$ cat config.mk
export PLATFORM = sky130hd
export DESIGN_NAME = itch_message_field_extractor
export DESIGN_NICKNAME = d
export VERILOG_FILES = /design/src/itchx_pkg.sv /design/src/itchx_parser.sv /design/src/itchx_out_buf.sv /design/src/itch_message_field_extractor.sv
export VERILOG_INCLUDE_DIRS = /design/src /design/src/src
export SDC_FILE = /design/constraint.sdc
export NUM_CORES = 1
export LEC_CHECK = 0
export BUFFER_PORTS_ARGS = -buffer_cell sky130_fd_sc_hd__buf_2
export CAP_MARGIN = 20
export CORE_UTILIZATION = 33
export DETAILED_ROUTE_END_ITERATION = 10
export MAX_ROUTING_LAYER = met4
export PLACE_DENSITY = 0.58
export SLEW_MARGIN = 20
export SYNTH_ARGS = -nofsm -noshare
export SYNTH_HDL_FRONTEND = slang
export SYNTH_SLANG_ARGS = --single-unit
$ cat constraint.sdc
create_clock -name clk -period 14.96 [get_ports clk]
set_input_delay 1.496 -clock clk [delete_from_list [all_inputs] [get_ports clk]]
set_output_delay 1.496 -clock clk [all_outputs]
set_load 0.05 [all_outputs]
$ cat src/assert_macros.svh
// Assertion macros shared by the RTL.
// No dependencies.
`ifndef ASSERT_MACROS_SVH
`define ASSERT_MACROS_SVH
// Implication checked at every clock edge outside reset.
`define ASSERT_IMPL(label, clk, rst_n, cond) \
	label: assert property (@(posedge clk) disable iff (!rst_n) cond) \
	else $error("assertion failed");
// Condition that must never hold outside reset.
`define ASSERT_NEVER(label, clk, rst_n, cond) \
	label: assert property (@(posedge clk) disable iff (!rst_n) !(cond)) \
	else $error("forbidden condition");
`endif

$ cat src/itchx_pkg.sv
// Package for the message field extractor: layout table, phases, status codes.
// No dependencies.
`default_nettype none
package itchx_pkg;
	localparam int unsigned SymbolBytes = 8;
	localparam logic [4:0] SkipField = 5'd31;

	typedef enum logic [1:0] {
		PH_LEN_HI = 2'd0,
		PH_LEN_LO = 2'd1,
		PH_TYPE   = 2'd2,
		PH_BODY   = 2'd3
	} phase_t;

	typedef enum logic [1:0] {
		ST_OK        = 2'd0,
		ST_UNKNOWN   = 2'd1,
		ST_TRUNCATED = 2'd2
	} status_t;

	typedef struct packed {
		logic [7:0]  msg_code;
		logic [4:0]  field_index;
		logic [63:0] field_value;
		logic [3:0]  field_bytes;
		status_t     status;
		logic        last_of_message;
	} result_t;

	localparam logic [3:0] Sym = SymbolBytes[3:0];

	// Known message type code.
	function automatic logic type_known(input logic [7:0] c);
		case (c)
			"S", "R", "H", "Y", "L", "V", "W", "K", "J", "h", "A", "F",
			"E", "C", "X", "D", "U", "P", "Q", "B", "I", "N", "O": type_known = 1'b1;
			default: type_known = 1'b0;
		endcase
	endfunction

	// Field size in bytes; 0 past the end of the layout or for unknown types.
	function automatic logic [3:0] field_size(input logic [7:0] c, input logic [4:0] f);
		logic [3:0] s;
		s = 4'd0;
		if (f == 5'd0 || f == 5'd1) s = 4'd2;
		else if (f == 5'd2) s = 4'd6;
		if (!type_known(c)) s = 4'd0;
		else if (f > 5'd2) begin
			case (c)
				"S", "W": s = (f == 5'd3) ? 4'd1 : 4'd0;
				"R": begin
					case (f)
						5'd3: s = Sym;
						5'd4, 5'd5, 5'd7, 5'd8, 5'd10, 5'd11, 5'd12, 5'd13, 5'd14,
						5'd16: s = 4'd1;
						5'd6, 5'd15: s = 4'd4;
						5'd9: s = 4'd2;
						default: s = 4'd0;
					endcase
				end
				"H": begin
					case (f)
						5'd3: s = Sym;
						5'd4, 5'd5: s = 4'd1;
						5'd6: s = 4'd4;
						default: s = 4'd0;
					endcase
				end
				"Y", "N": s = (f == 5'd3) ? Sym : (f == 5'd4) ? 4'd1 : 4'd0;
				"L": begin
					case (f)
						5'd3: s = 4'd4;
						5'd4: s = Sym;
						5'd5, 5'd6, 5'd7: s = 4'd1;
						default: s = 4'd0;
					endcase
				end
				"V": s = (f <= 5'd5) ? 4'd8 : 4'd0;
				"K": begin
					case (f)
						5'd3: s = Sym;
						5'd4, 5'd6: s = 4'd4;
						5'd5: s = 4'd1;
						default: s = 4'd0;
					endcase
				end
				"J": s = (f == 5'd3) ? Sym : (f <= 5'd7) ? 4'd4 : 4'd0;
				"h": s = (f == 5'd3) ? Sym : (f <= 5'd5) ? 4'd1 : 4'd0;
				"A", "F", "P": begin
					case (f)
						5'd3: s = 4'd8;
						5'd4: s = 4'd1;
						5'd5, 5'd7: s = 4'd4;
						5'd6: s = Sym;
						5'd8: s = (c == "F") ? 4'd4 : (c == "P") ? 4'd8 : 4'd0;
						default: s = 4'd0;
					endcase
				end
				"E", "C": begin
					case (f)
						5'd3, 5'd5: s = 4'd8;
						5'd4: s = 4'd4;
						5'd6: s = (c == "C") ? 4'd1 : 4'd0;
						5'd7: s = (c == "C") ? 4'd4 : 4'd0;
						default: s = 4'd0;
					endcase
				end
				"X": s = (f == 5'd3) ? 4'd8 : (f == 5'd4) ? 4'd4 : 4'd0;
				"D", "B": s = (f == 5'd3) ? 4'd8 : 4'd0;
				"U": s = (f <= 5'd4) ? 4'd8 : (f <= 5'd6) ? 4'd4 : 4'd0;
				"Q": begin
					case (f)
						5'd3, 5'd6: s = 4'd8;
						5'd4: s = Sym;
						5'd5: s = 4'd4;
						5'd7: s = 4'd1;
						default: s = 4'd0;
					endcase
				end
				"I": begin
					case (f)
						5'd3, 5'd4: s = 4'd8;
						5'd5, 5'd10, 5'd11: s = 4'd1;
						5'd6: s = Sym;
						5'd7, 5'd8, 5'd9: s = 4'd4;
						default: s = 4'd0;
					endcase
				end
				"O": begin
					case (f)
						5'd3: s = Sym;
						5'd4: s = 4'd1;
						5'd5, 5'd6, 5'd7, 5'd9, 5'd10: s = 4'd4;
						5'd8: s = 4'd8;
						default: s = 4'd0;
					endcase
				end
				default: s = 4'd0;
			endcase
		end
		field_size = s;
	endfunction
endpackage
`default_nettype wire

$ cat src/itchx_parser.sv
// Per-byte framing and field extraction state, one byte per cycle while byte_en is high.
// Depends on itchx_pkg.
`default_nettype none
module itchx_parser (
	input  wire logic               clk,
	input  wire logic               arst_n,
	input  wire logic               byte_en,
	input  wire logic [7:0]         data_byte,
	output logic                    res_valid,
	output itchx_pkg::result_t      res
);
	itchx_pkg::phase_t phase_q;
	logic [15:0] remaining_q;
	logic [7:0]  type_q;
	logic [4:0]  field_q;
	logic [3:0]  count_q;
	logic [63:0] acc_q;

	itchx_pkg::phase_t phase_d;
	logic [15:0] remaining_d, rem_dec;
	logic [7:0]  type_d;
	logic [4:0]  field_d;
	logic [3:0]  count_d, size, cnt_inc;
	logic [63:0] acc_d, acc_sh;
	logic        final_field;

	assign rem_dec = remaining_q - 16'd1;
	assign size = itchx_pkg::field_size(type_q, field_q);
	assign acc_sh = {acc_q[55:0], data_byte};
	assign cnt_inc = count_q + 4'd1;
	assign final_field = (itchx_pkg::field_size(type_q, field_q + 5'd1) == 4'd0);

	always_comb begin
		phase_d = phase_q;
		remaining_d = remaining_q;
		type_d = type_q;
		field_d = field_q;
		count_d = count_q;
		acc_d = acc_q;
		res_valid = 1'b0;
		res = '{msg_code: type_q, field_index: field_q, field_value: acc_sh,
			field_bytes: cnt_inc, status: itchx_pkg::ST_OK, last_of_message: 1'b0};
		case (phase_q)
			itchx_pkg::PH_LEN_HI: begin
				remaining_d = {data_byte, 8'd0};
				phase_d = itchx_pkg::PH_LEN_LO;
			end
			itchx_pkg::PH_LEN_LO: begin
				remaining_d = remaining_q | {8'd0, data_byte};
				phase_d = (remaining_d != 16'd0) ? itchx_pkg::PH_TYPE : itchx_pkg::PH_LEN_HI;
			end
			itchx_pkg::PH_TYPE: begin
				type_d = data_byte;
				remaining_d = rem_dec;
				field_d = 5'd0;
				count_d = 4'd0;
				acc_d = '0;
				res.msg_code = data_byte;
				res.field_index = 5'd0;
				res.field_value = '0;
				res.field_bytes = 4'd0;
				res.last_of_message = 1'b1;
				if (!itchx_pkg::type_known(data_byte)) begin
					field_d = itchx_pkg::SkipField;
					phase_d = (rem_dec != 16'd0) ? itchx_pkg::PH_BODY : itchx_pkg::PH_LEN_HI;
					res_valid = 1'b1;
					res.status = itchx_pkg::ST_UNKNOWN;
				end else if (rem_dec == 16'd0) begin
					phase_d = itchx_pkg::PH_LEN_HI;
					res_valid = 1'b1;
					res.status = itchx_pkg::ST_TRUNCATED;
				end else begin
					phase_d = itchx_pkg::PH_BODY;
				end
			end
			default: begin
				remaining_d = rem_dec;
				if (size == 4'd0) begin
					if (rem_dec == 16'd0) phase_d = itchx_pkg::PH_LEN_HI;
				end else if (cnt_inc >= size) begin
					acc_d = '0;
					count_d = 4'd0;
					res_valid = 1'b1;
					if (final_field) begin
						field_d = itchx_pkg::SkipField;
						phase_d = (rem_dec != 16'd0) ? itchx_pkg::PH_BODY : itchx_pkg::PH_LEN_HI;
						res.last_of_message = 1'b1;
					end else if (rem_dec == 16'd0) begin
						phase_d = itchx_pkg::PH_LEN_HI;
						res.status = itchx_pkg::ST_TRUNCATED;
						res.last_of_message = 1'b1;
					end else begin
						field_d = field_q + 5'd1;
					end
				end else begin
					acc_d = acc_sh;
					count_d = cnt_inc;
					if (rem_dec == 16'd0) begin
						phase_d = itchx_pkg::PH_LEN_HI;
						res_valid = 1'b1;
						res.status = itchx_pkg::ST_TRUNCATED;
						res.last_of_message = 1'b1;
					end
				end
			end
		endcase
	end

	always_ff @(posedge clk or negedge arst_n) begin
		if (!arst_n) begin
			phase_q <= itchx_pkg::PH_LEN_HI;
			remaining_q <= '0;
			type_q <= '0;
			field_q <= '0;
			count_q <= '0;
			acc_q <= '0;
		end else if (byte_en) begin
			phase_q <= phase_d;
			remaining_q <= remaining_d;
			type_q <= type_d;
			field_q <= field_d;
			count_q <= count_d;
			acc_q <= acc_d;
		end
	end
endmodule
`default_nettype wire

$ cat src/itchx_out_buf.sv
// Two-entry skid buffer on the result side.
// Depends on itchx_pkg.
`default_nettype none
module itchx_out_buf (
	input  wire logic               clk,
	input  wire logic               arst_n,
	input  wire logic               in_valid,
	input  wire itchx_pkg::result_t in_res,
	output logic                    in_ready,
	output logic                    out_valid,
	output itchx_pkg::result_t      out_res,
	input  wire logic               out_ready
);
	logic main_v_q, skid_v_q;
	itchx_pkg::result_t main_q, skid_q;

	assign in_ready = !skid_v_q;
	assign out_valid = main_v_q;
	assign out_res = main_q;

	always_ff @(posedge clk or negedge arst_n) begin
		if (!arst_n) begin
			main_v_q <= 1'b0;
			skid_v_q <= 1'b0;
		end else begin
			if (!main_v_q || out_ready) begin
				main_v_q <= skid_v_q || in_valid;
				skid_v_q <= 1'b0;
			end else if (in_valid && !skid_v_q) begin
				skid_v_q <= 1'b1;
			end
		end
	end

	always_ff @(posedge clk) begin
		if (!main_v_q || out_ready) begin
			main_q <= skid_v_q ? skid_q : in_res;
		end else if (in_valid && !skid_v_q) begin
			skid_q <= in_res;
		end
	end
endmodule
`default_nettype wire

$ cat src/itch_message_field_extractor.sv
// Top level of the message field extractor: byte stream in, field stream out.
// Depends on itchx_pkg, itchx_parser, itchx_out_buf and assert_macros.svh.
`default_nettype none
`include "assert_macros.svh"
// Takes one byte of a length-prefixed message stream per transaction and
// gives at most one field transaction per byte. Every byte is handled by the
// layout table lookup and an 8-bit shift into the field accumulator, so a
// byte may be accepted every cycle; the input stalls only while the
// two-entry output skid buffer is full. The result of the byte that completes
// a field is registered in the output buffer before its output transaction.
// m_tdata: msg_code[7:0], field_index[12:8], field_value[76:13],
//          field_bytes[80:77], zero fill to 88 bits.
// m_tuser: status[1:0]. m_tlast: last_of_message.
module itch_message_field_extractor (
	input  wire logic        clk,
	input  wire logic        arst_n,
	input  wire logic        s_tvalid,
	output logic             s_tready,
	input  wire logic [7:0]  s_tdata,   // data_byte[7:0]
	output logic             m_tvalid,
	input  wire logic        m_tready,
	output logic [87:0]      m_tdata,   // msg_code, field_index, field_value, field_bytes
	output logic [1:0]       m_tuser,   // status
	output logic             m_tlast
);
	logic byte_en, res_valid;
	itchx_pkg::result_t res, out_res;

	// Byte handled only when the buffer can take any result it makes.
	assign byte_en = s_tvalid && s_tready;

	itchx_parser u_parser (
		.clk(clk), .arst_n(arst_n), .byte_en(byte_en), .data_byte(s_tdata),
		.res_valid(res_valid), .res(res)
	);

	itchx_out_buf u_buf (
		.clk(clk), .arst_n(arst_n), .in_valid(res_valid && byte_en), .in_res(res),
		.in_ready(s_tready), .out_valid(m_tvalid), .out_res(out_res), .out_ready(m_tready)
	);

	assign m_tdata = {7'd0, out_res.field_bytes, out_res.field_value,
		out_res.field_index, out_res.msg_code};
	assign m_tuser = out_res.status;
	assign m_tlast = out_res.last_of_message;

	`ASSERT_NEVER(a_unknown_is_last, clk, arst_n, m_tvalid && m_tuser == itchx_pkg::ST_UNKNOWN && !m_tlast)
	`ASSERT_NEVER(a_bytes_range, clk, arst_n, m_tvalid && m_tdata[80:77] > 4'd8)
	`ASSERT_IMPL(a_stall_hold, clk, arst_n, (m_tvalid && !m_tready) |=> m_tvalid)
	`ASSERT_NEVER(a_status_code, clk, arst_n, m_tvalid && m_tuser > itchx_pkg::ST_TRUNCATED)
endmodule
`default_nettype wire
==> run metrics, run 1 <==
outcome complete, no violations; register bit total from synthesis 261; total CTS buffers 28; io pins 105; parity-gate share of the synthesized area counting xor and xnor cells 0.8491%; proportion of layout cells with a drive suffix above 1 17.39%; Avg Cell Area, Syn 10.31 sq um; total area of multi-input combinational cells 0.005285 sq mm; global-route wire length before repair 55950 um; number of enable flip-flop cells after synthesis 168; Die Y 203.6 um; max-capacitance violation count 0; Worst-Skew Late Latency 560 ps; Warnings, synthesis 0; P&R area growth vs syn 12.93%; Max FO, Critical Path 76; htree depth 1; Diodes inserted 0; combined flip-flop and latch cell area 0.007376 sq mm; vias per inst 5.176; most frequently used flop master after synthesis sky130_fd_sc_hd__edfxtp_1; global routing usage on met1 24.32%; combinational family with the most area after synthesis simple AND/OR/NAND/NOR gates; Worst EP arrival 5850 ps; clock tree from TritonCTS built; Sw Pwr 1.270 mW; static leakage power 6.267 nW; async set or reset register ratio after synthesis 35.63%; Min Clock Period, post-route 5670 ps; via count 9742; maximum clock insertion buffer count 3; Clk pwr share 23.5%; slew at the pin closest to its max-slew limit 1125 ps; Final Hold Vio Count 0; type of origin of the critical path flip-flop; vias in the first global route 9522; reg-to-reg critical path endpoint u_buf.skid_q[35]; final number of setup-violating endpoints 0; netlist area before placement 0.01341 sq mm; final count of pins violating max slew 0; root buffer selected by CTS sky130_fd_sc_hd__clkbuf_16; r2r worst-path depth 16; unrepaired setup endpoints after global routing no; core region area 0.03991 sq mm; final wirelength 35100 um; hold buffers post-CTS 0; final hold slack 474.8 ps; GRT met2 Usage 26.30%; Worst VDD drop 0.09634 mV; setup TNS 0 ps; Comb power frac 41.3%; number of buffers added on ports 97; routing layer with the top usage in global route met2; critical hold path startpoint u_parser.acc_q[3]; power per unit of standard cell area 192.4 mW/mm^2; detailed-route wire length per cell 18.65 um; number of distinct library cells after synthesis 82; layout net count 1367; global routing usage on met3 2.237%; multiplexer area fraction after synthesis 3.368%; critical setup path kind reg2reg; antenna violations before repair 0; # fillers 3894; die area 0.04144 sq mm; area fraction in compound gates after synthesis 16.30%; part of the total power dissipated in sequential elements 35.2%; proportion of total power due to net switching 43.58%; synth top area cells sky130_fd_sc_hd__edfxtp_1 38%, sky130_fd_sc_hd__dfrtp_1 17%, sky130_fd_sc_hd__nand2_1 7.0%; kind of end point of the critical path flip-flop; startpoint of the most critical register-to-register path u_parser.type_q[4]; Max-slew headroom 23.95%; number of instances in the synthesized netlist 1300; most instantiated cells after synthesis 249 x sky130_fd_sc_hd__nand2_1, 168 x sky130_fd_sc_hd__edfxtp_1, 93 x sky130_fd_sc_hd__dfrtp_1; post-synth top area cell sky130_fd_sc_hd__edfxtp_1; simple-gate portion of the synthesized area 16.86%; internal portion of total power 1.644 mW; cells resized by post-CTS repair 0; number of nets with antenna violations after detailed routing 0; sequential-to-total area share from yosys stat 54.98%; clock sinks 261; path type of the worst min-delay path reg2reg; TritonRoute pass-1 iters 5; required time of the critical path 15140 ps; maximum number of pins on one net before global-route repair 83; f_max 0.1764 GHz; internal reg-to-reg setup slack 9290 ps; Hold Path Sink u_parser.acc_q[3]; total grt overflow 0; residual DRC count 0; final RePlAce weighted congestion 0.9012; most common cell in the synthesized netlist sky130_fd_sc_hd__nand2_1; portion of the clock cycle consumed by the worst path in the final layout 37.90%; width of the chip 203.6 um; instance count along the most critical hold path 2; combined global-route utilization of all metal layers 17.55%; number of setup buffers added after CTS 0; Starting Density 33.59%; HPWL Detailed 23280 um; worst clock skew on the final layout 8.979 ps; clock-pin transition on the worst setup and hold timing paths 60 ps; area fraction of the dominant cell type after synthesis 37.62%; number of DRC violations after detailed-routing iteration 0 791; Row Count 73; area share of fa/ha/maj cells after synthesis 1.586%
## critical path, cell delays in order, from the launching register on
cell and delay (ps):
sky130_fd_sc_hd__dfrtp_1 770, sky130_fd_sc_hd__nor4bb_2 1010, sky130_fd_sc_hd__nand2_1 290, sky130_fd_sc_hd__o211ai_1 340, sky130_fd_sc_hd__nor3_1 90, sky130_fd_sc_hd__buf_4 170, sky130_fd_sc_hd__a311oi_2 310, sky130_fd_sc_hd__ha_1 160
sky130_fd_sc_hd__nand2b_1 90, sky130_fd_sc_hd__a21o_1 110, sky130_fd_sc_hd__a21o_1 100, sky130_fd_sc_hd__a21o_2 120, sky130_fd_sc_hd__nor2b_1 40, sky130_fd_sc_hd__o31ai_1 330, sky130_fd_sc_hd__nand2_1 170, sky130_fd_sc_hd__nor2_4 260
sky130_fd_sc_hd__buf_4 800
## routing by layer
| layer | wire, um | share of wire, % |
|---|---|---|
| met4 | 1361 | 3.9 |
| met2 | 15660 | 45 |
| met5 | 0 | 0 |
| met1 | 16460 | 47 |
| met3 | 1616 | 4.6 |
## registers in the layout (all words and copies together), names as in the netlist
signal	flops
u_buf.out_valid	1
u_parser.type_q	8
u_buf.out_res	84
u_parser.acc_q	56
u_parser.remaining_q	16
u_parser.field_q	5
u_buf.skid_v_q	1
u_parser.count_q	4
u_parser.phase_q	2
u_buf.skid_q	84
## placed cells by master (no fill, tap or decap), types with 5 or more instances in the layout
cell and count:
sky130_fd_sc_hd__a2111oi_0 5, sky130_fd_sc_hd__a21o_1 7, sky130_fd_sc_hd__a21oi_1 48, sky130_fd_sc_hd__a31oi_1 6, sky130_fd_sc_hd__and2_1 14, sky130_fd_sc_hd__and3_1 6
sky130_fd_sc_hd__buf_2 96, sky130_fd_sc_hd__buf_4 19, sky130_fd_sc_hd__clkbuf_16 28, sky130_fd_sc_hd__clkinv_1 7, sky130_fd_sc_hd__conb_1 7, sky130_fd_sc_hd__dfrtp_1 92
sky130_fd_sc_hd__edfxtp_1 168, sky130_fd_sc_hd__ha_1 17, sky130_fd_sc_hd__inv_1 78, sky130_fd_sc_hd__mux2_2 29, sky130_fd_sc_hd__mux2i_1 8, sky130_fd_sc_hd__nand2_1 249
sky130_fd_sc_hd__nand2b_1 20, sky130_fd_sc_hd__nand3_1 30, sky130_fd_sc_hd__nand3b_1 5, sky130_fd_sc_hd__nand4_1 5, sky130_fd_sc_hd__nor2_1 48, sky130_fd_sc_hd__nor2b_1 14
sky130_fd_sc_hd__nor3_1 22, sky130_fd_sc_hd__nor3b_1 5, sky130_fd_sc_hd__nor4_1 10, sky130_fd_sc_hd__nor4b_1 6, sky130_fd_sc_hd__nor4bb_1 9, sky130_fd_sc_hd__o2111ai_1 9
sky130_fd_sc_hd__o21ai_0 91, sky130_fd_sc_hd__o22ai_1 11, sky130_fd_sc_hd__o31ai_1 39, sky130_fd_sc_hd__o31ai_2 31, sky130_fd_sc_hd__or3_1 6, sky130_fd_sc_hd__xnor2_1 7
sky130_fd_sc_hd__xor2_1 6
## logic make-up (layout without fill, tap and decap cells)
logic type / Yosys count / in the layout
other: 1 / 7
AO/OA/AOI/OAI: 304 / 304
XOR/XNOR: 13 / 13
flip-flops: 261 / 261
AND/OR/NAND/NOR: 472 / 472
buffers and inverters: 191 / 242
adder cells (fa/ha/maj): 17 / 17
multiplexers: 41 / 41
## power by group through the flow
stage / sequential, mW / combinational [mW] / clock (mW)
2_1_floorplan: 1.24 / 0.679 / 0
3_3_place_gp: 1.04 / 1.20 / 0
3_5_place_dp: 1.04 / 1.20 / 0
4_1_cts: 1.03 / 1.20 / 0.702
5_1_grt: 1.04 / 1.30 / 0.727
6_report: 1.02 / 1.20 / 0.686
## worst max-delay path by stage
| stage | depth (start not counted) | endpoint | from | slack [ps] |
|---|---|---|---|---|
| after floorplan | 2 | u_buf.skid_q[0] | m_tready | 7160 |
| after global placement | 16 | u_buf.skid_q[64] | u_parser.type_q[4] | 9400 |
| after detailed placement | 16 | u_buf.skid_q[54] | u_parser.type_q[4] | 9350 |
| after CTS | 16 | u_buf.skid_q[16] | u_parser.type_q[4] | 9330 |
| after global routing | 16 | u_buf.skid_q[11] | u_parser.type_q[4] | 8960 |
| final | 16 | u_buf.skid_q[35] | u_parser.type_q[4] | 9290 |
## stage by stage
stage | cell area (sq um) | utilization (%) | power [mW] | worst slack, ps | instances
6_report | 15140 | 37.94 | 2.914 | 9290 | 1882
5_1_grt | 15140 | 37.94 | 3.067 | 8959 | 1882
4_1_cts | 15140 | 37.94 | 2.929 | 9331 | 1882
3_5_place_dp | 14230 | 35.66 | 2.237 | 9354 | 1833
3_3_place_gp | 14230 | 35.66 | 2.240 | 9403 | 1833
2_1_floorplan | 13430 | - | 1.918 | 7162 | 1306
## cell type report
type / count / area share (%)
multi-input combinational: 854 / 34.90
clock buffer: 33 / 4.817
sequential: 261 / 48.71
inverter: 78 / 1.933
tap: 525 / 4.338
timing repair buffer: 115 / 4.115
clock inverter: 16 / 1.190
No activity file was read; power rests on OpenSTA's default activity.
==> run 2, diff against run 1 <==
PLACE_DENSITY = 0.6   (was 0.58)
clock period = 5.2 ns   (was 14.96 ns; I/O delays follow)
==> run 2 against run 1 <==
  * Worst setup slack worse by 8800 ps
  * Critical path type unchanged
  * Cell count up 2.1%
  * Core utilization up 1.0 points
  * Highest routed layer unchanged
  * Combinational power rose to 3.1 times the previous value
  * Via count up 2.6%
  * Clock-buffer cell count up 6
  * Sequential share of layout area down 1.3 points
  * Design area up 2.8%
  * Sequential power rose to 2.9 times the previous value
  * Register-to-register slack worse by 8800 ps
==> run metrics, run 2 (same netlist as run 1, synthesis figures left out) <==
global-route wire length before repair 57840 um (+3.4%); worst setup margin 470.4 ps (-8820 ps); Min Clock Period, post-route 4730 ps (-940.4 ps); TritonRoute pass-1 iters 5 (unchanged); number of DRC violations after detailed-routing iteration 0 881 (+11%); Worst VDD drop 0.3029 mV (+210%); crit path max-delay cell type sky130_fd_sc_hd__nor2_1; antenna violations before repair 0 (unchanged); Worst-Skew Late Latency 570 ps (about the same); vias in the first global route 9535 (+0.14%); minimum setup slack after placement 560.1 ps (-8794 ps); hold buffers post-CTS 0 (unchanged); via count 9999 (+2.6%); root buffer selected by CTS sky130_fd_sc_hd__clkbuf_16; total grt overflow 0 (unchanged); max incr delay on CP 650 ps (-360 ps); Die Y 203.6 um (unchanged); core region area 0.03991 sq mm (unchanged); maximum number of pins on one net before global-route repair 84 (+1.2%); Hold Path Sink u_buf.skid_v_q; internal reg-to-reg setup slack 470 ps (-8820 ps); Comb power frac 42.4% (+1.1 points); clock tree from TritonCTS built; detailed-route wire length per cell 19.49 um (+4.5%); total CTS buffers 29 (+3.6%); instance count along the most critical hold path 3 (+1); final count of pins violating max slew 0 (unchanged); maximum clock insertion buffer count 3 (unchanged); Max-slew headroom 31.93% (+8.0 points); portion of the clock cycle consumed by the worst path in the final layout 90.95% (+53 points); internal portion of total power 5.030 mW (+210%); # fillers 3934 (+1.0%); critical hold path startpoint s_tvalid; Final Hold Vio Count 0 (unchanged); number of nets with antenna violations after detailed routing 0 (unchanged); proportion of total power due to net switching 42.77% (-0.81 points); Max FO, Critical Path 33 (-57%); final wirelength 37460 um (+6.7%); htree depth 1 (unchanged); Diodes inserted 0 (unchanged); proportion of layout cells with a drive suffix above 1 19.76% (+2.4 points); width of the chip 203.6 um (unchanged); static leakage power 6.489 nW (+3.5%); io pins 105 (unchanged); outcome complete, no violations; part of the total power dissipated in sequential elements 33.4% (-1.8 points); final number of setup-violating endpoints 0 (unchanged); Row Count 73 (unchanged); post-route total power 8.789 mW (+200%); reg-to-reg critical path endpoint u_buf.out_res[0]; cells resized by post-CTS repair 0 (unchanged); most used cells in the layout excluding fill and tap cells 249 x sky130_fd_sc_hd__nand2_1, 168 x sky130_fd_sc_hd__edfxtp_1, 96 x sky130_fd_sc_hd__buf_2; slew at the pin closest to its max-slew limit 1007 ps (-117.7 ps); Clk pwr share 24.1% (+0.6 points); series of cell instances along the critical path buf_4, nor2_1, nand3_1, nor2_1, nor4_1, a311oi_2, ha_1, nand2b_1, a21o_1, a21o_1, a21o_2, buf_4, a21boi_0, o21ai_0, mux2_2; combined global-route utilization of all metal layers 18.50% (+0.95 points); final RePlAce weighted congestion 0.8817 (-2.2%); kind of end point of the critical path flip-flop; die area 0.04144 sq mm (unchanged); residual DRC count 0 (unchanged); Starting Density 33.59% (unchanged); max-capacitance violation count 0 (unchanged); P&R area growth vs syn 16.04%; path type of the worst min-delay path in2reg; Worst EP arrival 5050 ps (-800 ps); vias per inst 5.202 (+0.50%); clock sinks 261 (unchanged); Sw Pwr 3.760 mW (+200%); startpoint of the most critical register-to-register path u_parser.type_q[3]; most common library cell in the layout ignoring fill and taps sky130_fd_sc_hd__nand2_1; r2r worst-path depth 15 (-1); f_max 0.2114 GHz (+20%); HPWL Detailed 25070 um (+7.7%); clock-pin transition on the worst setup and hold timing paths 60 ps (about the same); unrepaired setup endpoints after global routing no; worst clock skew on the final layout 18.58 ps (+9.599 ps); power per unit of standard cell area 564.9 mW/mm^2 (+190%); type of origin of the critical path flip-flop; required time of the critical path 5520 ps (-9620 ps); number of buffers added on ports 97 (unchanged); critical setup path kind reg2reg; layout net count 1403 (+2.6%); number of setup buffers added after CTS 0 (unchanged)
==> run 2: cell types whose count changed in the layout (fill, tap and decap cells not counted), sizes merged, moves of 2 or more <==
cell / before / now
buf: 115 / 149
clkbuf: 33 / 39
clkinv: 11 / 6
clkinvlp: 1 / 3
==> run 2: how the worst max path moves through the flow <==
| stage | endpoint | slack, ps | start |
|---|---|---|---|
| after floorplan | u_buf.skid_q[0] | -2000 | u_parser.type_q[5] |
| after global routing | u_buf.skid_q[82] | 120 | u_parser.type_q[2] |
| after CTS | u_buf.out_res[0] | 550 | u_parser.type_q[3] |
| after global placement | u_buf.out_res[0] | 470 | u_parser.type_q[3] |
| after detailed placement | u_buf.out_res[0] | 560 | u_parser.type_q[3] |
| final | u_buf.out_res[0] | 470 | u_parser.type_q[3] |
==> run 2: cell type report <==
type                       count  area (sq um)  share of cell area, %
multi-input combinational    854          5273                  33.89
clock buffer                  39         803.3                  5.162
clock inverter                15         183.9                  1.182
tap                          525         656.9                  4.222
sequential                   261          7376                  47.40
timing repair buffer         150         974.7                  6.264
inverter                      78         292.8                  1.882
==> run 2: routing by layer <==
metal	track usage [%]	wire length, um	up-vias
met3	2.237	1733	65
li1	-	-	4798
met2	27.46	16490	279
met4	5.317	1066	0
met1	26.44	18180	4857
met5	-	0	-
==> run 2: critical path: cells and delay by family, from the launching register on <==
family	cells	cell delay (ps)
AOI/OAI and AO/OA	6	1240
adders and majority gates	1	290
buffers and inverters	2	560
DFF	1	540
muxes	1	300
and+or+nand+nor	5	1560
==> run 2: metrics by stage <==
step	setup TNS [ps]	instances	area (sq um)	hold slack [ps]	utilization, %
2_1_floorplan	-167940	1306	13450	224.4	-
3_5_place_dp	0	1866	14530	457.8	36.41
4_1_cts	0	1920	15520	133.8	38.88
3_3_place_gp	0	1866	14530	451.2	36.41
5_1_grt	0	1922	15560	332.7	38.98
6_report	0	1922	15560	314.3	38.98
==> run 2: power groups by stage <==
stage	registers [mW]	logic (mW)	clock network, mW
after global placement	2.96	3.73	0
after floorplan	3.56	1.96	0
after CTS	2.94	3.72	2.18
final	2.94	3.73	2.12
after global routing	2.98	3.99	2.27
after detailed placement	2.98	3.70	0
